<file path="src/design/mcftt_pkg.sv">
package mcftt_pkg;

  localparam int CHANNELS_DEF = 16;

  typedef enum logic [1:0] {
    OP_ADD    = 2'd0,
    OP_REMOVE = 2'd1,
    OP_TICK   = 2'd2,
    OP_CLEAR  = 2'd3
  } op_t;

  typedef enum logic [1:0] {
    MODE_NEXT     = 2'd0,
    MODE_EVERY    = 2'd1,
    MODE_ONESHOT  = 2'd2,
    MODE_PERIODIC = 2'd3
  } mode_t;

  typedef enum logic [2:0] {
    ST_ADDED    = 3'd0,
    ST_FULL     = 3'd1,
    ST_REMOVED  = 3'd2,
    ST_ABSENT   = 3'd3,
    ST_FIRED    = 3'd4,
    ST_TICKDONE = 3'd5,
    ST_CLEARED  = 3'd6
  } status_t;

  typedef enum logic [3:0] {
    S_IDLE,
    S_ADD,
    S_FIND_RD,
    S_FIND_CHK,
    S_MV_RD,
    S_MV_WR,
    S_TK_RD,
    S_TK_CALC,
    S_TK_PER,
    S_TK_EMIT,
    S_DONE
  } state_t;

  typedef struct packed {
    logic [31:0]        ident;
    mode_t              mode;
    logic signed [33:0] remaining;
    logic [31:0]        period;
    logic               unscaled;
    logic [31:0]        events;
  } slot_t;

endpackage

</file>
<file path="src/design/mcftt_slot_ram.sv">
module mcftt_slot_ram import mcftt_pkg::*; #(
  parameter int DEPTH = CHANNELS_DEF,
  parameter int AW    = 4
) (
  input  logic          clk,
  input  logic          we,
  input  logic [AW-1:0] waddr,
  input  slot_t         wdata,
  input  logic          re,
  input  logic [AW-1:0] raddr,
  output slot_t         rdata
);

  slot_t mem [DEPTH];
  slot_t rdata_r;

  always_ff @(posedge clk) begin
    if (we) begin
      mem[waddr] <= wdata;
    end
  end

  always_ff @(posedge clk) begin
    if (re) begin
      rdata_r <= mem[raddr];
    end
  end

  assign rdata = rdata_r;

endmodule

</file>
<file path="src/design/mcftt_alu.sv">
module mcftt_alu import mcftt_pkg::*; (
  input  logic signed [33:0] a,
  input  logic signed [33:0] b,
  input  logic               sub,
  output logic signed [33:0] sum,
  output logic               le_zero
);

  always_comb begin
    sum     = sub ? (a - b) : (a + b);
    le_zero = sum[33] || (sum == 34'sd0);
  end

endmodule

</file>
<file path="src/design/multi_channel_frame_timer_table.sv">
// channel  | handshake                | fields
// in       | in_valid / in_ready      | in_op, in_mode, in_period, in_use_unscaled,
//          |                          | in_target_id, in_delta_scaled, in_delta_unscaled
// out      | out_valid / out_ready    | out_status, out_chan_id, out_event_count,
//          |                          | out_finished, out_last
// add writes one slot, clear resets the fill count, remove scans and moves slots
// down, a tick visits every live channel (one step more when a periodic one fires);
// one shared adder and a slot memory with registered read serve all of these
// reset empties the table at once through the fill count, no clearing pass
// a word waiting in the output register stalls the sequencer only at its next emit
module multi_channel_frame_timer_table import mcftt_pkg::*; #(
  parameter int CHANNELS = CHANNELS_DEF
) (
  input  logic               clk,
  input  logic               rst_n,
  input  logic               in_valid,
  output logic               in_ready,
  input  logic [1:0]         in_op,
  input  logic [1:0]         in_mode,
  input  logic signed [31:0] in_period,
  input  logic               in_use_unscaled,
  input  logic [31:0]        in_target_id,
  input  logic signed [31:0] in_delta_scaled,
  input  logic signed [31:0] in_delta_unscaled,
  output logic               out_valid,
  input  logic               out_ready,
  output logic [2:0]         out_status,
  output logic [31:0]        out_chan_id,
  output logic [31:0]        out_event_count,
  output logic               out_finished,
  output logic               out_last
);

  localparam int IDX_W = (CHANNELS > 1) ? $clog2(CHANNELS) : 1;
  localparam int CNT_W = $clog2(CHANNELS + 1);

  state_t             state_r, state_nxt;
  logic [CNT_W-1:0]   count_r, count_nxt;
  logic [CNT_W-1:0]   rd_r, rd_nxt;
  logic [CNT_W-1:0]   wr_r, wr_nxt;
  logic [31:0]        id_ctr_r, id_ctr_nxt;
  mode_t              mode_r, mode_nxt;
  logic [31:0]        period_r, period_nxt;
  logic               unsc_r, unsc_nxt;
  logic [31:0]        target_r, target_nxt;
  logic [30:0]        ds_r, ds_nxt;
  logic [30:0]        du_r, du_nxt;
  slot_t              rec_r, rec_nxt;
  logic               fire_r, fire_nxt;
  logic               done_r, done_nxt;
  status_t            pend_st_r, pend_st_nxt;
  logic [31:0]        pend_id_r, pend_id_nxt;

  logic               out_valid_r, out_valid_nxt;
  status_t            out_st_r, out_st_nxt;
  logic [31:0]        out_id_r, out_id_nxt;
  logic [31:0]        out_ev_r, out_ev_nxt;
  logic               out_fin_r, out_fin_nxt;
  logic               out_last_r, out_last_nxt;

  logic               ram_we;
  logic [IDX_W-1:0]   ram_waddr;
  slot_t              ram_wdata;
  logic               ram_re;
  logic [IDX_W-1:0]   ram_raddr;
  slot_t              ram_rdata;

  logic signed [33:0] alu_a, alu_b, alu_sum;
  logic               alu_sub, alu_le0;

  logic               out_free;
  logic [CNT_W-1:0]   rd_inc;
  logic [CNT_W-1:0]   wr_new;
  logic               p_le0;
  logic [31:0]        p_min1;
  slot_t              new_rec;
  slot_t              wb_rec;
  logic [30:0]        cur_delta;

  mcftt_slot_ram #(
    .DEPTH (CHANNELS),
    .AW    (IDX_W)
  ) u_ram (
    .clk   (clk),
    .we    (ram_we),
    .waddr (ram_waddr),
    .wdata (ram_wdata),
    .re    (ram_re),
    .raddr (ram_raddr),
    .rdata (ram_rdata)
  );

  mcftt_alu u_alu (
    .a       (alu_a),
    .b       (alu_b),
    .sub     (alu_sub),
    .sum     (alu_sum),
    .le_zero (alu_le0)
  );

  always_ff @(posedge clk) begin
    if (!rst_n) begin
      state_r     <= S_IDLE;
      count_r     <= '0;
      id_ctr_r    <= 32'd1;
      out_valid_r <= 1'b0;
    end else begin
      state_r     <= state_nxt;
      count_r     <= count_nxt;
      id_ctr_r    <= id_ctr_nxt;
      out_valid_r <= out_valid_nxt;
    end
  end

  always_ff @(posedge clk) begin
    rd_r       <= rd_nxt;
    wr_r       <= wr_nxt;
    mode_r     <= mode_nxt;
    period_r   <= period_nxt;
    unsc_r     <= unsc_nxt;
    target_r   <= target_nxt;
    ds_r       <= ds_nxt;
    du_r       <= du_nxt;
    rec_r      <= rec_nxt;
    fire_r     <= fire_nxt;
    done_r     <= done_nxt;
    pend_st_r  <= pend_st_nxt;
    pend_id_r  <= pend_id_nxt;
    out_st_r   <= out_st_nxt;
    out_id_r   <= out_id_nxt;
    out_ev_r   <= out_ev_nxt;
    out_fin_r  <= out_fin_nxt;
    out_last_r <= out_last_nxt;
  end

  // new slot record for an add
  always_comb begin
    p_le0            = period_r[31] || (period_r == 32'd0);
    p_min1           = p_le0 ? 32'd1 : period_r;
    new_rec          = '0;
    new_rec.ident    = id_ctr_r;
    new_rec.mode     = mode_r;
    new_rec.unscaled = unsc_r;
    new_rec.events   = 32'd0;
    case (mode_r)
      MODE_ONESHOT: begin
        new_rec.remaining = period_r[31] ? 34'sd0 : $signed({2'b00, period_r});
        new_rec.period    = p_min1;
      end
      MODE_PERIODIC: begin
        new_rec.remaining = $signed({2'b00, p_min1});
        new_rec.period    = p_min1;
      end
      default: begin
        new_rec.remaining = 34'sd0;
        new_rec.period    = 32'd1;
      end
    endcase
  end

  always_comb begin
    out_free = !out_valid_r || out_ready;
    rd_inc   = rd_r + CNT_W'(1);
    wr_new   = done_r ? wr_r : (wr_r + CNT_W'(1));
    cur_delta = ram_rdata.unscaled ? du_r : ds_r;
    wb_rec        = rec_r;
    wb_rec.events = rec_r.events + {31'd0, fire_r};

    state_nxt   = state_r;
    count_nxt   = count_r;
    rd_nxt      = rd_r;
    wr_nxt      = wr_r;
    id_ctr_nxt  = id_ctr_r;
    mode_nxt    = mode_r;
    period_nxt  = period_r;
    unsc_nxt    = unsc_r;
    target_nxt  = target_r;
    ds_nxt      = ds_r;
    du_nxt      = du_r;
    rec_nxt     = rec_r;
    fire_nxt    = fire_r;
    done_nxt    = done_r;
    pend_st_nxt = pend_st_r;
    pend_id_nxt = pend_id_r;

    out_valid_nxt = out_ready ? 1'b0 : out_valid_r;
    out_st_nxt    = out_st_r;
    out_id_nxt    = out_id_r;
    out_ev_nxt    = out_ev_r;
    out_fin_nxt   = out_fin_r;
    out_last_nxt  = out_last_r;

    in_ready  = 1'b0;
    ram_we    = 1'b0;
    ram_waddr = wr_r[IDX_W-1:0];
    ram_wdata = wb_rec;
    ram_re    = 1'b0;
    ram_raddr = rd_r[IDX_W-1:0];
    alu_a     = rec_r.remaining;
    alu_b     = 34'sd0;
    alu_sub   = 1'b0;

    unique case (state_r)
      S_IDLE: begin
        in_ready = rst_n;
        if (in_valid) begin
          mode_nxt   = mode_t'(in_mode);
          period_nxt = in_period;
          unsc_nxt   = in_use_unscaled;
          target_nxt = in_target_id;
          ds_nxt     = in_delta_scaled[31] ? 31'd0 : in_delta_scaled[30:0];
          du_nxt     = in_delta_unscaled[31] ? 31'd0 : in_delta_unscaled[30:0];
          rd_nxt     = '0;
          wr_nxt     = '0;
          unique case (op_t'(in_op))
            OP_ADD: begin
              state_nxt = S_ADD;
            end
            OP_REMOVE: begin
              if (count_r == '0) begin
                pend_st_nxt = ST_ABSENT;
                pend_id_nxt = in_target_id;
                state_nxt   = S_DONE;
              end else begin
                state_nxt = S_FIND_RD;
              end
            end
            OP_TICK: begin
              if (count_r == '0) begin
                pend_st_nxt = ST_TICKDONE;
                pend_id_nxt = 32'd0;
                state_nxt   = S_DONE;
              end else begin
                state_nxt = S_TK_RD;
              end
            end
            OP_CLEAR: begin
              count_nxt   = '0;
              pend_st_nxt = ST_CLEARED;
              pend_id_nxt = 32'd0;
              state_nxt   = S_DONE;
            end
            default: begin
              state_nxt = S_IDLE;
            end
          endcase
        end
      end

      S_ADD: begin
        if (count_r == CNT_W'(CHANNELS)) begin
          pend_st_nxt = ST_FULL;
          pend_id_nxt = 32'd0;
        end else begin
          ram_we      = 1'b1;
          ram_waddr   = count_r[IDX_W-1:0];
          ram_wdata   = new_rec;
          count_nxt   = count_r + CNT_W'(1);
          id_ctr_nxt  = (id_ctr_r == 32'hFFFF_FFFF) ? 32'd1 : (id_ctr_r + 32'd1);
          pend_st_nxt = ST_ADDED;
          pend_id_nxt = id_ctr_r;
        end
        state_nxt = S_DONE;
      end

      S_FIND_RD: begin
        ram_re    = 1'b1;
        state_nxt = S_FIND_CHK;
      end

      S_FIND_CHK: begin
        rd_nxt = rd_inc;
        if (ram_rdata.ident == target_r) begin
          wr_nxt = rd_r;
          if (rd_inc == count_r) begin
            count_nxt   = count_r - CNT_W'(1);
            pend_st_nxt = ST_REMOVED;
            pend_id_nxt = target_r;
            state_nxt   = S_DONE;
          end else begin
            state_nxt = S_MV_RD;
          end
        end else if (rd_inc == count_r) begin
          pend_st_nxt = ST_ABSENT;
          pend_id_nxt = target_r;
          state_nxt   = S_DONE;
        end else begin
          state_nxt = S_FIND_RD;
        end
      end

      S_MV_RD: begin
        ram_re    = 1'b1;
        state_nxt = S_MV_WR;
      end

      S_MV_WR: begin
        ram_we    = 1'b1;
        ram_wdata = ram_rdata;
        wr_nxt    = wr_r + CNT_W'(1);
        rd_nxt    = rd_inc;
        if (rd_inc == count_r) begin
          count_nxt   = count_r - CNT_W'(1);
          pend_st_nxt = ST_REMOVED;
          pend_id_nxt = target_r;
          state_nxt   = S_DONE;
        end else begin
          state_nxt = S_MV_RD;
        end
      end

      S_TK_RD: begin
        ram_re    = 1'b1;
        state_nxt = S_TK_CALC;
      end

      S_TK_CALC: begin
        alu_a     = ram_rdata.remaining;
        alu_b     = $signed({3'b000, cur_delta});
        alu_sub   = 1'b1;
        rec_nxt   = ram_rdata;
        state_nxt = S_TK_EMIT;
        unique case (ram_rdata.mode)
          MODE_NEXT: begin
            fire_nxt = 1'b1;
            done_nxt = 1'b1;
          end
          MODE_EVERY: begin
            fire_nxt = 1'b1;
            done_nxt = 1'b0;
          end
          MODE_ONESHOT: begin
            rec_nxt.remaining = alu_sum;
            fire_nxt          = alu_le0;
            done_nxt          = alu_le0;
          end
          MODE_PERIODIC: begin
            rec_nxt.remaining = alu_sum;
            fire_nxt          = alu_le0;
            done_nxt          = 1'b0;
            if (alu_le0) begin
              state_nxt = S_TK_PER;
            end
          end
          default: begin
            fire_nxt = 1'b0;
            done_nxt = 1'b0;
          end
        endcase
      end

      // carry the phase over once, floored at zero
      S_TK_PER: begin
        alu_a             = rec_r.remaining;
        alu_b             = $signed({2'b00, rec_r.period});
        alu_sub           = 1'b0;
        rec_nxt.remaining = alu_sum[33] ? 34'sd0 : alu_sum;
        state_nxt         = S_TK_EMIT;
      end

      S_TK_EMIT: begin
        if (!fire_r || out_free) begin
          if (fire_r) begin
            out_valid_nxt = 1'b1;
            out_st_nxt    = ST_FIRED;
            out_id_nxt    = rec_r.ident;
            out_ev_nxt    = rec_r.events;
            out_fin_nxt   = done_r;
            out_last_nxt  = 1'b0;
          end
          ram_we = !done_r;
          wr_nxt = wr_new;
          rd_nxt = rd_inc;
          if (rd_inc == count_r) begin
            count_nxt   = wr_new;
            pend_st_nxt = ST_TICKDONE;
            pend_id_nxt = 32'd0;
            state_nxt   = S_DONE;
          end else begin
            state_nxt = S_TK_RD;
          end
        end
      end

      S_DONE: begin
        if (out_free) begin
          out_valid_nxt = 1'b1;
          out_st_nxt    = pend_st_r;
          out_id_nxt    = pend_id_r;
          out_ev_nxt    = 32'd0;
          out_fin_nxt   = 1'b0;
          out_last_nxt  = 1'b1;
          state_nxt     = S_IDLE;
        end
      end

      default: begin
        state_nxt = S_IDLE;
      end
    endcase
  end

  assign out_valid       = out_valid_r;
  assign out_status      = out_st_r;
  assign out_chan_id     = out_id_r;
  assign out_event_count = out_ev_r;
  assign out_finished    = out_fin_r;
  assign out_last        = out_last_r;

  a_count_bound: assert property (@(posedge clk) disable iff (!rst_n)
    count_r <= CNT_W'(CHANNELS))
    else $error("fill count beyond table size");

  a_id_nonzero: assert property (@(posedge clk) disable iff (!rst_n)
    id_ctr_r != 32'd0)
    else $error("id counter reached zero");

  a_compact_order: assert property (@(posedge clk) disable iff (!rst_n)
    (state_r == S_TK_EMIT) |-> (wr_r <= rd_r))
    else $error("tick write pointer passed read pointer");

  a_leaves_idle: assert property (@(posedge clk) disable iff (!rst_n)
    (in_valid && in_ready) |=> (state_r != S_IDLE))
    else $error("accepted word did not start the sequencer");

  a_fired_not_last: assert property (@(posedge clk) disable iff (!rst_n)
    (out_valid_r && out_st_r == ST_FIRED) |-> !out_last_r)
    else $error("fired word marked last");

endmodule
</file>
<file path="config.mk">
export PLATFORM = sky130hd
export DESIGN_NAME = multi_channel_frame_timer_table
export DESIGN_NICKNAME = d
export VERILOG_FILES = /design/src/design/mcftt_pkg.sv /design/src/design/mcftt_slot_ram.sv /design/src/design/mcftt_alu.sv /design/src/design/multi_channel_frame_timer_table.sv
export SDC_FILE = /design/constraint.sdc
export NUM_CORES = 2
export LEC_CHECK = 0
export ABC_AREA = 0
export BUFFER_PORTS_ARGS = -buffer_cell sky130_fd_sc_hd__buf_2
export CORE_MARGIN = 1
export CORE_UTILIZATION = 45
export CTS_BUF_LIST = sky130_fd_sc_hd__clkbuf_8 sky130_fd_sc_hd__clkbuf_16
export DETAILED_ROUTE_END_ITERATION = 10
export PLACE_DENSITY = 0.62
export SETUP_SLACK_MARGIN = 0.4
export SLEW_MARGIN = 20
export SYNTH_ARGS = -nofsm -noshare
export SYNTH_HDL_FRONTEND = slang
export SYNTH_SLANG_ARGS = --single-unit
</file>
<file path="constraint.sdc">
create_clock -name clk -period 17.35 [get_ports clk]
set_input_delay 2.6025 -clock clk [delete_from_list [all_inputs] [get_ports clk]]
set_output_delay 2.6025 -clock clk [all_outputs]
set_load 0.1 [all_outputs]
</file>
# After elaboration in Yosys (flattened, before gate mapping)

Memory sizes are Yosys's and may differ from the RTL's. A register that Yosys moved wholly into a read port is not among the register bits.
Cells that the tools add are included.

Reductions and logical operators: 33
Add/sub/neg operators: 8
Eq/ne operators: 35
Multiplexer cells: 98
Bitwise logic cells: 1

Operators by type and width:

| kind                                                            | count |
|---|---|
| 32-bit 2-to-1 mux                                               | 15 |
| 133-bit case mux with 2 select lines                            | 1 |
| 32-bit case mux with 2 select lines                             | 3 |
| 133-bit 2-to-1 mux                                              | 1 |
| 32-bit case mux with 4 select lines                             | 1 |
| 64-bit case mux with 2 select lines                             | 1 |
| 34-bit 2-to-1 mux                                               | 3 |
| 32-bit case mux with 3 select lines                             | 1 |
| 34-bit case mux with 2 select lines                             | 1 |
| 31-bit 2-to-1 mux                                               | 2 |
| 5-bit 2-to-1 mux                                                | 12 |
| 4-bit 2-to-1 mux                                                | 12 |
| 4-bit case mux with 11 select lines                             | 1 |
| 34-bit by 33-bit adder with 34-bit output                       | 1 |
| 34-bit zero test                                                | 1 |
| 34-bit by 33-bit subtractor with 34-bit output                  | 1 |
| 3-bit 2-to-1 mux                                                | 11 |
| 33-bit 2-to-1 mux                                               | 1 |
| 32-bit by 1-bit adder with 32-bit output                        | 1 |
| 32-bit by 1-bit adder with 32-bit output, second input constant | 1 |
| 32-bit == test                                                  | 1 |
| 32-bit == test, second input constant                           | 1 |
| 32-bit zero test                                                | 1 |
| 5-bit case mux with 5 select lines                              | 1 |
| other kinds (40)                                                | 100 |

Output and inout bits: 71
Register bits after elaboration: 420
Logic and storage cells: 203
Memory bits (writable): 2128
Memories kept: 1

Memories:

| memory    | depth | bits a word | read ports | clocked after Yosys merged registers in | wr ports | RTL line             | RTL |
|---|---|---|---|---|---|---|---|
| u_ram.mem | 16    | 133         | 1          | 1                                       | 1        | mcftt_slot_ram.sv:14 | `slot_t mem [DEPTH];` |

# Logic depth before layout (Yosys ltp)

Word-level depth: 9
Depth in mapped cells: 30
Gate-level depth less buffers: 23

# Modules after synthesis

Synthesis repeated with hierarchy kept, for this count alone.

Cell total of the unflattened synthesis: 5671
Area total of the unflattened synthesis: 107135.3 um2

Modules (own cells, without submodules):

| module                          | area each (um2) | times used | cells an instance | seq. area each (um2) |
|---|---|---|---|---|
| mcftt_slot_ram                  | 83999.3         | 1          | 3485              | 67895.1 |
| multi_channel_frame_timer_table | 20287.0         | 1          | 1760              | 12191.7 |
| mcftt_alu                       | 2849.0          | 1          | 426               | 0.0 |

# Worst setup path before layout

No wires, ideal clock.

Kind: reg2reg
From: register state_r[1]
To: register u_ram.rdata[0] (netlist name)
Data required time: 16.561 ns
Path buffers: 1
Path slack: 6.814 ns
Setup time: 0.789 ns
Arrival: 9.747 ns
Cell stages (with the launch flop): 4
Cells stage by stage: dfxtp_1 > clkbuf_1 > nor2_4 > nor3_1

Cells in the longest elaborated chain, start to end: 3
Elaborated cells between the ends (all ways): 5
Classes of those cells: eq/ne (3); mux (1); reduce/logical (1)

RTL lines:

| what                                                                                                        | RTL line                               | RTL |
|---|---|---|
| start: declaration                                                                                          | multi_channel_frame_timer_table.sv:37  | `state_t state_r, state_nxt;` |
| start signal: assignment                                                                                    | multi_channel_frame_timer_table.sv:108 | `state_r <= state_nxt;` |
| 4-bit by 3-bit == test with 1-bit output / 4-bit by 2-bit == test with 1-bit output (equally long branches) | multi_channel_frame_timer_table.sv:203 | `unique case (state_r)` |
| 3-bit OR reduction (no source line) (*)                                                                     | --                                     |  |
| 1-bit 2-to-1 mux (*)                                                                                        | multi_channel_frame_timer_table.sv:203 |  |
| net ram_re                                                                                                  | multi_channel_frame_timer_table.sv:64  | `logic ram_re;` |

The timed path passes the listed nets; every way through them passes the cells marked *.
A chain may end at the register's enable or synchronous reset.

==> summary.md <==
| Metric | Value |
|---|---|
| Starting Density | 0.454 |
| Netlist cell types | 97 |
| Fill count | 18519 |
| CP Class | reg2reg |
| Crit path required time | 18.10 ns |
| Setup Buffers After CTS | 0 |
| Worst vdd rail ir drop | 0.202 mV |
| RSZ-0062 raised after global routing | false |
| Pin count of the biggest net entering global routing | 107 |
| NumNets Final | 5931 |
| Main synth FF type | edfxtp_1 |
| Slew Viols, Final | 0 |
| Sequential area share after synthesis | 0.746 |
| Sw power | 0.00672 W |
| Switching share of power | 0.318 |
| Boundary Pins | 208 |
| Netlist Area Pre-Place | 107000 um2 |
| Wirelength, routed | 281 mm |
| Leakage | 39.2 nW |
| Worst Setup End Kind | flop |
| Synthesized netlist cell count | 5391 |
| CTS tree | yes |
| # hold bufs at CTS | 0 |
| Initial DRT Pass Iterations | 7 |
| Core ar. | 236000 um2 |
| WL per Instance | 30.8 um |
| Initial antenna violation count | 16 |
| Cell-internal power | 0.0144 W |
| FMAX | 145 MHz |
| Yosys reg bits | 2681 |
| Max_slew headroom | 0.224 |
| Status | finished clean |
| Site Rows | 178 |
| Num CTS Buffers | 293 |
| RePlAce Congestion | 0.903 |
| Fin crit period | 6.90 ns |
| Die Height | 490 um |
| HPWL after DPL | 152 mm |
| DRC | 0 |
| CTS H-tree lvls | 5 |
| Async SR Flop Fraction | 0 |
| Port Buf Inserts | 207 |
| Avg Cell Area, Syn | 19.9 um2 |
| Layout cells sized above 1 | 0.255 |
| Worst Tran Pin Value | 1.16 ns |
| Max cap viols | 0 |
| DRT iter0 DRCs | 6677 |
| Synthesis-to-layout area growth | 13.5% |
| All-Layer GR Usage | 0.232 |
| Seq pwr share | 0.413 |
| Post-route cell area | 122000 um2 |
| Crit path DAT | 7.66 ns |
| Dpl cell area | 113000 um2 |
| Clock Path Buffers | 4 |
| Clock skew | 0.0620 ns |
| First-pass GRT wire length | 404 mm |
| Die area | 241000 um2 |
| Clock share of power | 0.282 |
| CTS clock-pin slew for the worst setup and hold paths | 0.06 ns |
| Total negative slack | 0 ns |
| Vias | 55438 |
| Power Density | 174 nW/um2 |
| Fin crit share | 0.398 |
| Fin. Hold Viols | 0 |
| Clk root buf | clkbuf_16 |
| Post-route ant nets | 0 |
| Vias per cell | 6.08 |
| Hold Crit Class | reg2reg |
| CTS resizes | 0 |
| Grt total ovfl | 0 |
| Vias in the first global route | 55574 |
| Comb power frac | 0.304 |
| Net Count, Synth | 5572 |
| CTS Sinks | 2681 |
| Yosys warning total | 0 |
| Die Width | 490 um |
| Worst-path maximum fanout | 46 |
| Worst skew pair latency | 0.94 ns |
| Worst setup SP type | flop |
| Final setup vio count | 0 |
| Post-synth EDFFs | 2639 |
[routing by layer]
metal | up-vias | wire [um] | global-route usage | share of wire
li1 | 23020 | - | - | -
met1 | 29850 | 120000 | 0.338 | 0.43
met2 | 2204 | 136000 | 0.368 | 0.48
met3 | 362 | 18700 | 0.0321 | 0.067
met4 | 2 | 6160 | 0.0612 | 0.022
met5 | - | 13 | 0 | 0.000046
[cell usage in the layout, fill, tap and decap left out, drive strengths merged, types with 42 or more instances in the layout]
cell type and count:
buf 359, inv 151, xor2 50, nand3 59
nor2b 110, o21ai 132, mux2i 59, a222oi 47
a22o 47, nand2 301, xnor2 82, a22oi 64
ha 42, edfxtp 2639, mux4 665, clkbuf 303
clkinv 97, a21oi 83, nor2 153, dfxtp 42
[cells in the mapped netlist, types with 33 or more instances]
master | number | area share
edfxtp_1 | 2639 | 0.74
mux4_2 | 665 | 0.14
nand2_1 | 301 | 0.011
clkbuf_1 | 225 | 0.0079
nor2_1 | 151 | 0.0053
o21ai_0 | 127 | 0.0059
nor2b_1 | 110 | 0.0064
a21oi_1 | 83 | 0.0039
xnor2_1 | 82 | 0.0067
inv_1 | 80 | 0.0028
a22oi_1 | 64 | 0.0045
mux2i_1 | 59 | 0.0055
nand3_1 | 59 | 0.0027
buf_1 | 52 | 0.0018
xor2_1 | 50 | 0.0041
a222oi_1 | 47 | 0.0044
a22o_1 | 47 | 0.0038
dfxtp_1 | 42 | 0.0078
ha_1 | 42 | 0.0049
nor3_1 | 40 | 0.0019
mux2_2 | 38 | 0.0040
nand4_1 | 33 | 0.0019
[cell type report]
type	count	area, um2	area share
diodes	8	20.0	0.000164
clock buffers	303	7560	0.0620
clock inverters	199	1560	0.0128
inverters	81	312	0.00256
multi-input cells	2334	26100	0.214
flip-flops and latches	2681	80100	0.657
well taps	3150	3940	0.0323
repair buffers	359	2370	0.0195
[worst max-delay path, stage by stage, from the launching register on]
cell       delay, ns
dfxtp_1         0.56
nand4b_4        0.21
buf_4           0.46
nor2_1          0.15
a21oi_1         0.15
ha_1            0.21
inv_1           0.05
a221o_1         0.33
a21oi_1         0.19
nand2_1         0.12
nor3_1          0.34
nand2_1         0.13
xnor2_1         0.14
o21ai_0         0.14
ha_1            0.53
nand4_1         0.17
a211oi_1        0.58
o31ai_1         0.23
a2111oi_1       0.51
nor3_1          0.16
a211o_1         0.31
a31oi_2         0.69
a32o_2          0.28
[registers in the layout, indices dropped and copies added (netlist names), 2 cells and up]
register         flops
count_r              5
ds_r                31
du_r                31
id_ctr_r            32
mode_r               2
out_chan_id         32
out_event_count     32
out_status           3
pend_id_r           32
pend_st_r            3
period_r            32
rd_r                 5
rec_r              133
state_r              4
target_r            32
u_ram.mem         2128
u_ram.rdata        133
wr_r                 5
[per-stage QoR]
step / power (W) / setup WS (ns) / hold WS (ns) / util / instances
2_1_floorplan: 0.0133 / 6.81 / 0.427 / - / 5391
3_3_place_gp: 0.0153 / 10.64 / 0.428 / 0.477 / 8604
3_5_place_dp: 0.0153 / 10.56 / 0.435 / 0.477 / 8604
4_1_cts: 0.0213 / 10.54 / 0.444 / 0.516 / 9106
5_1_grt: 0.0220 / 10.02 / 0.450 / 0.516 / 9112
6_report: 0.0212 / 10.45 / 0.442 / 0.516 / 9115
[power by group through the flow]
stage                     logic (W)  clock network, W  registers, W
after floorplan             0.00443                 0       0.00887
after global placement      0.00640                 0       0.00885
after detailed placement    0.00644                 0       0.00887
after CTS                   0.00647           0.00608       0.00875
after global routing        0.00690           0.00631       0.00879
final                       0.00644           0.00597       0.00875
[cell families (layout without fill, tap and decap cells)]
logic type,after synthesis,after routing,share of synthesized area
compound gates,567,567,0.0375
xor+xnor,132,132,0.0108
fa+ha+maj,45,45,0.00536
buf+inv,376,942,0.0137
flops,2681,2681,0.746
mux,762,762,0.149
other cells,0,8,0
simple gates,828,828,0.0379
[worst paths after layout]
path,start,endpoint,slack (ns),cells after the start
max,state_r[3],rec_r[90],10.45,22
min,u_ram.rdata[26],rec_r[26],0.44,0
max reg2reg,state_r[3],rec_r[90],10.45,22
min reg2reg,u_ram.rdata[26],rec_r[26],0.44,0
No activity file was read; power rests on OpenSTA's default activity.
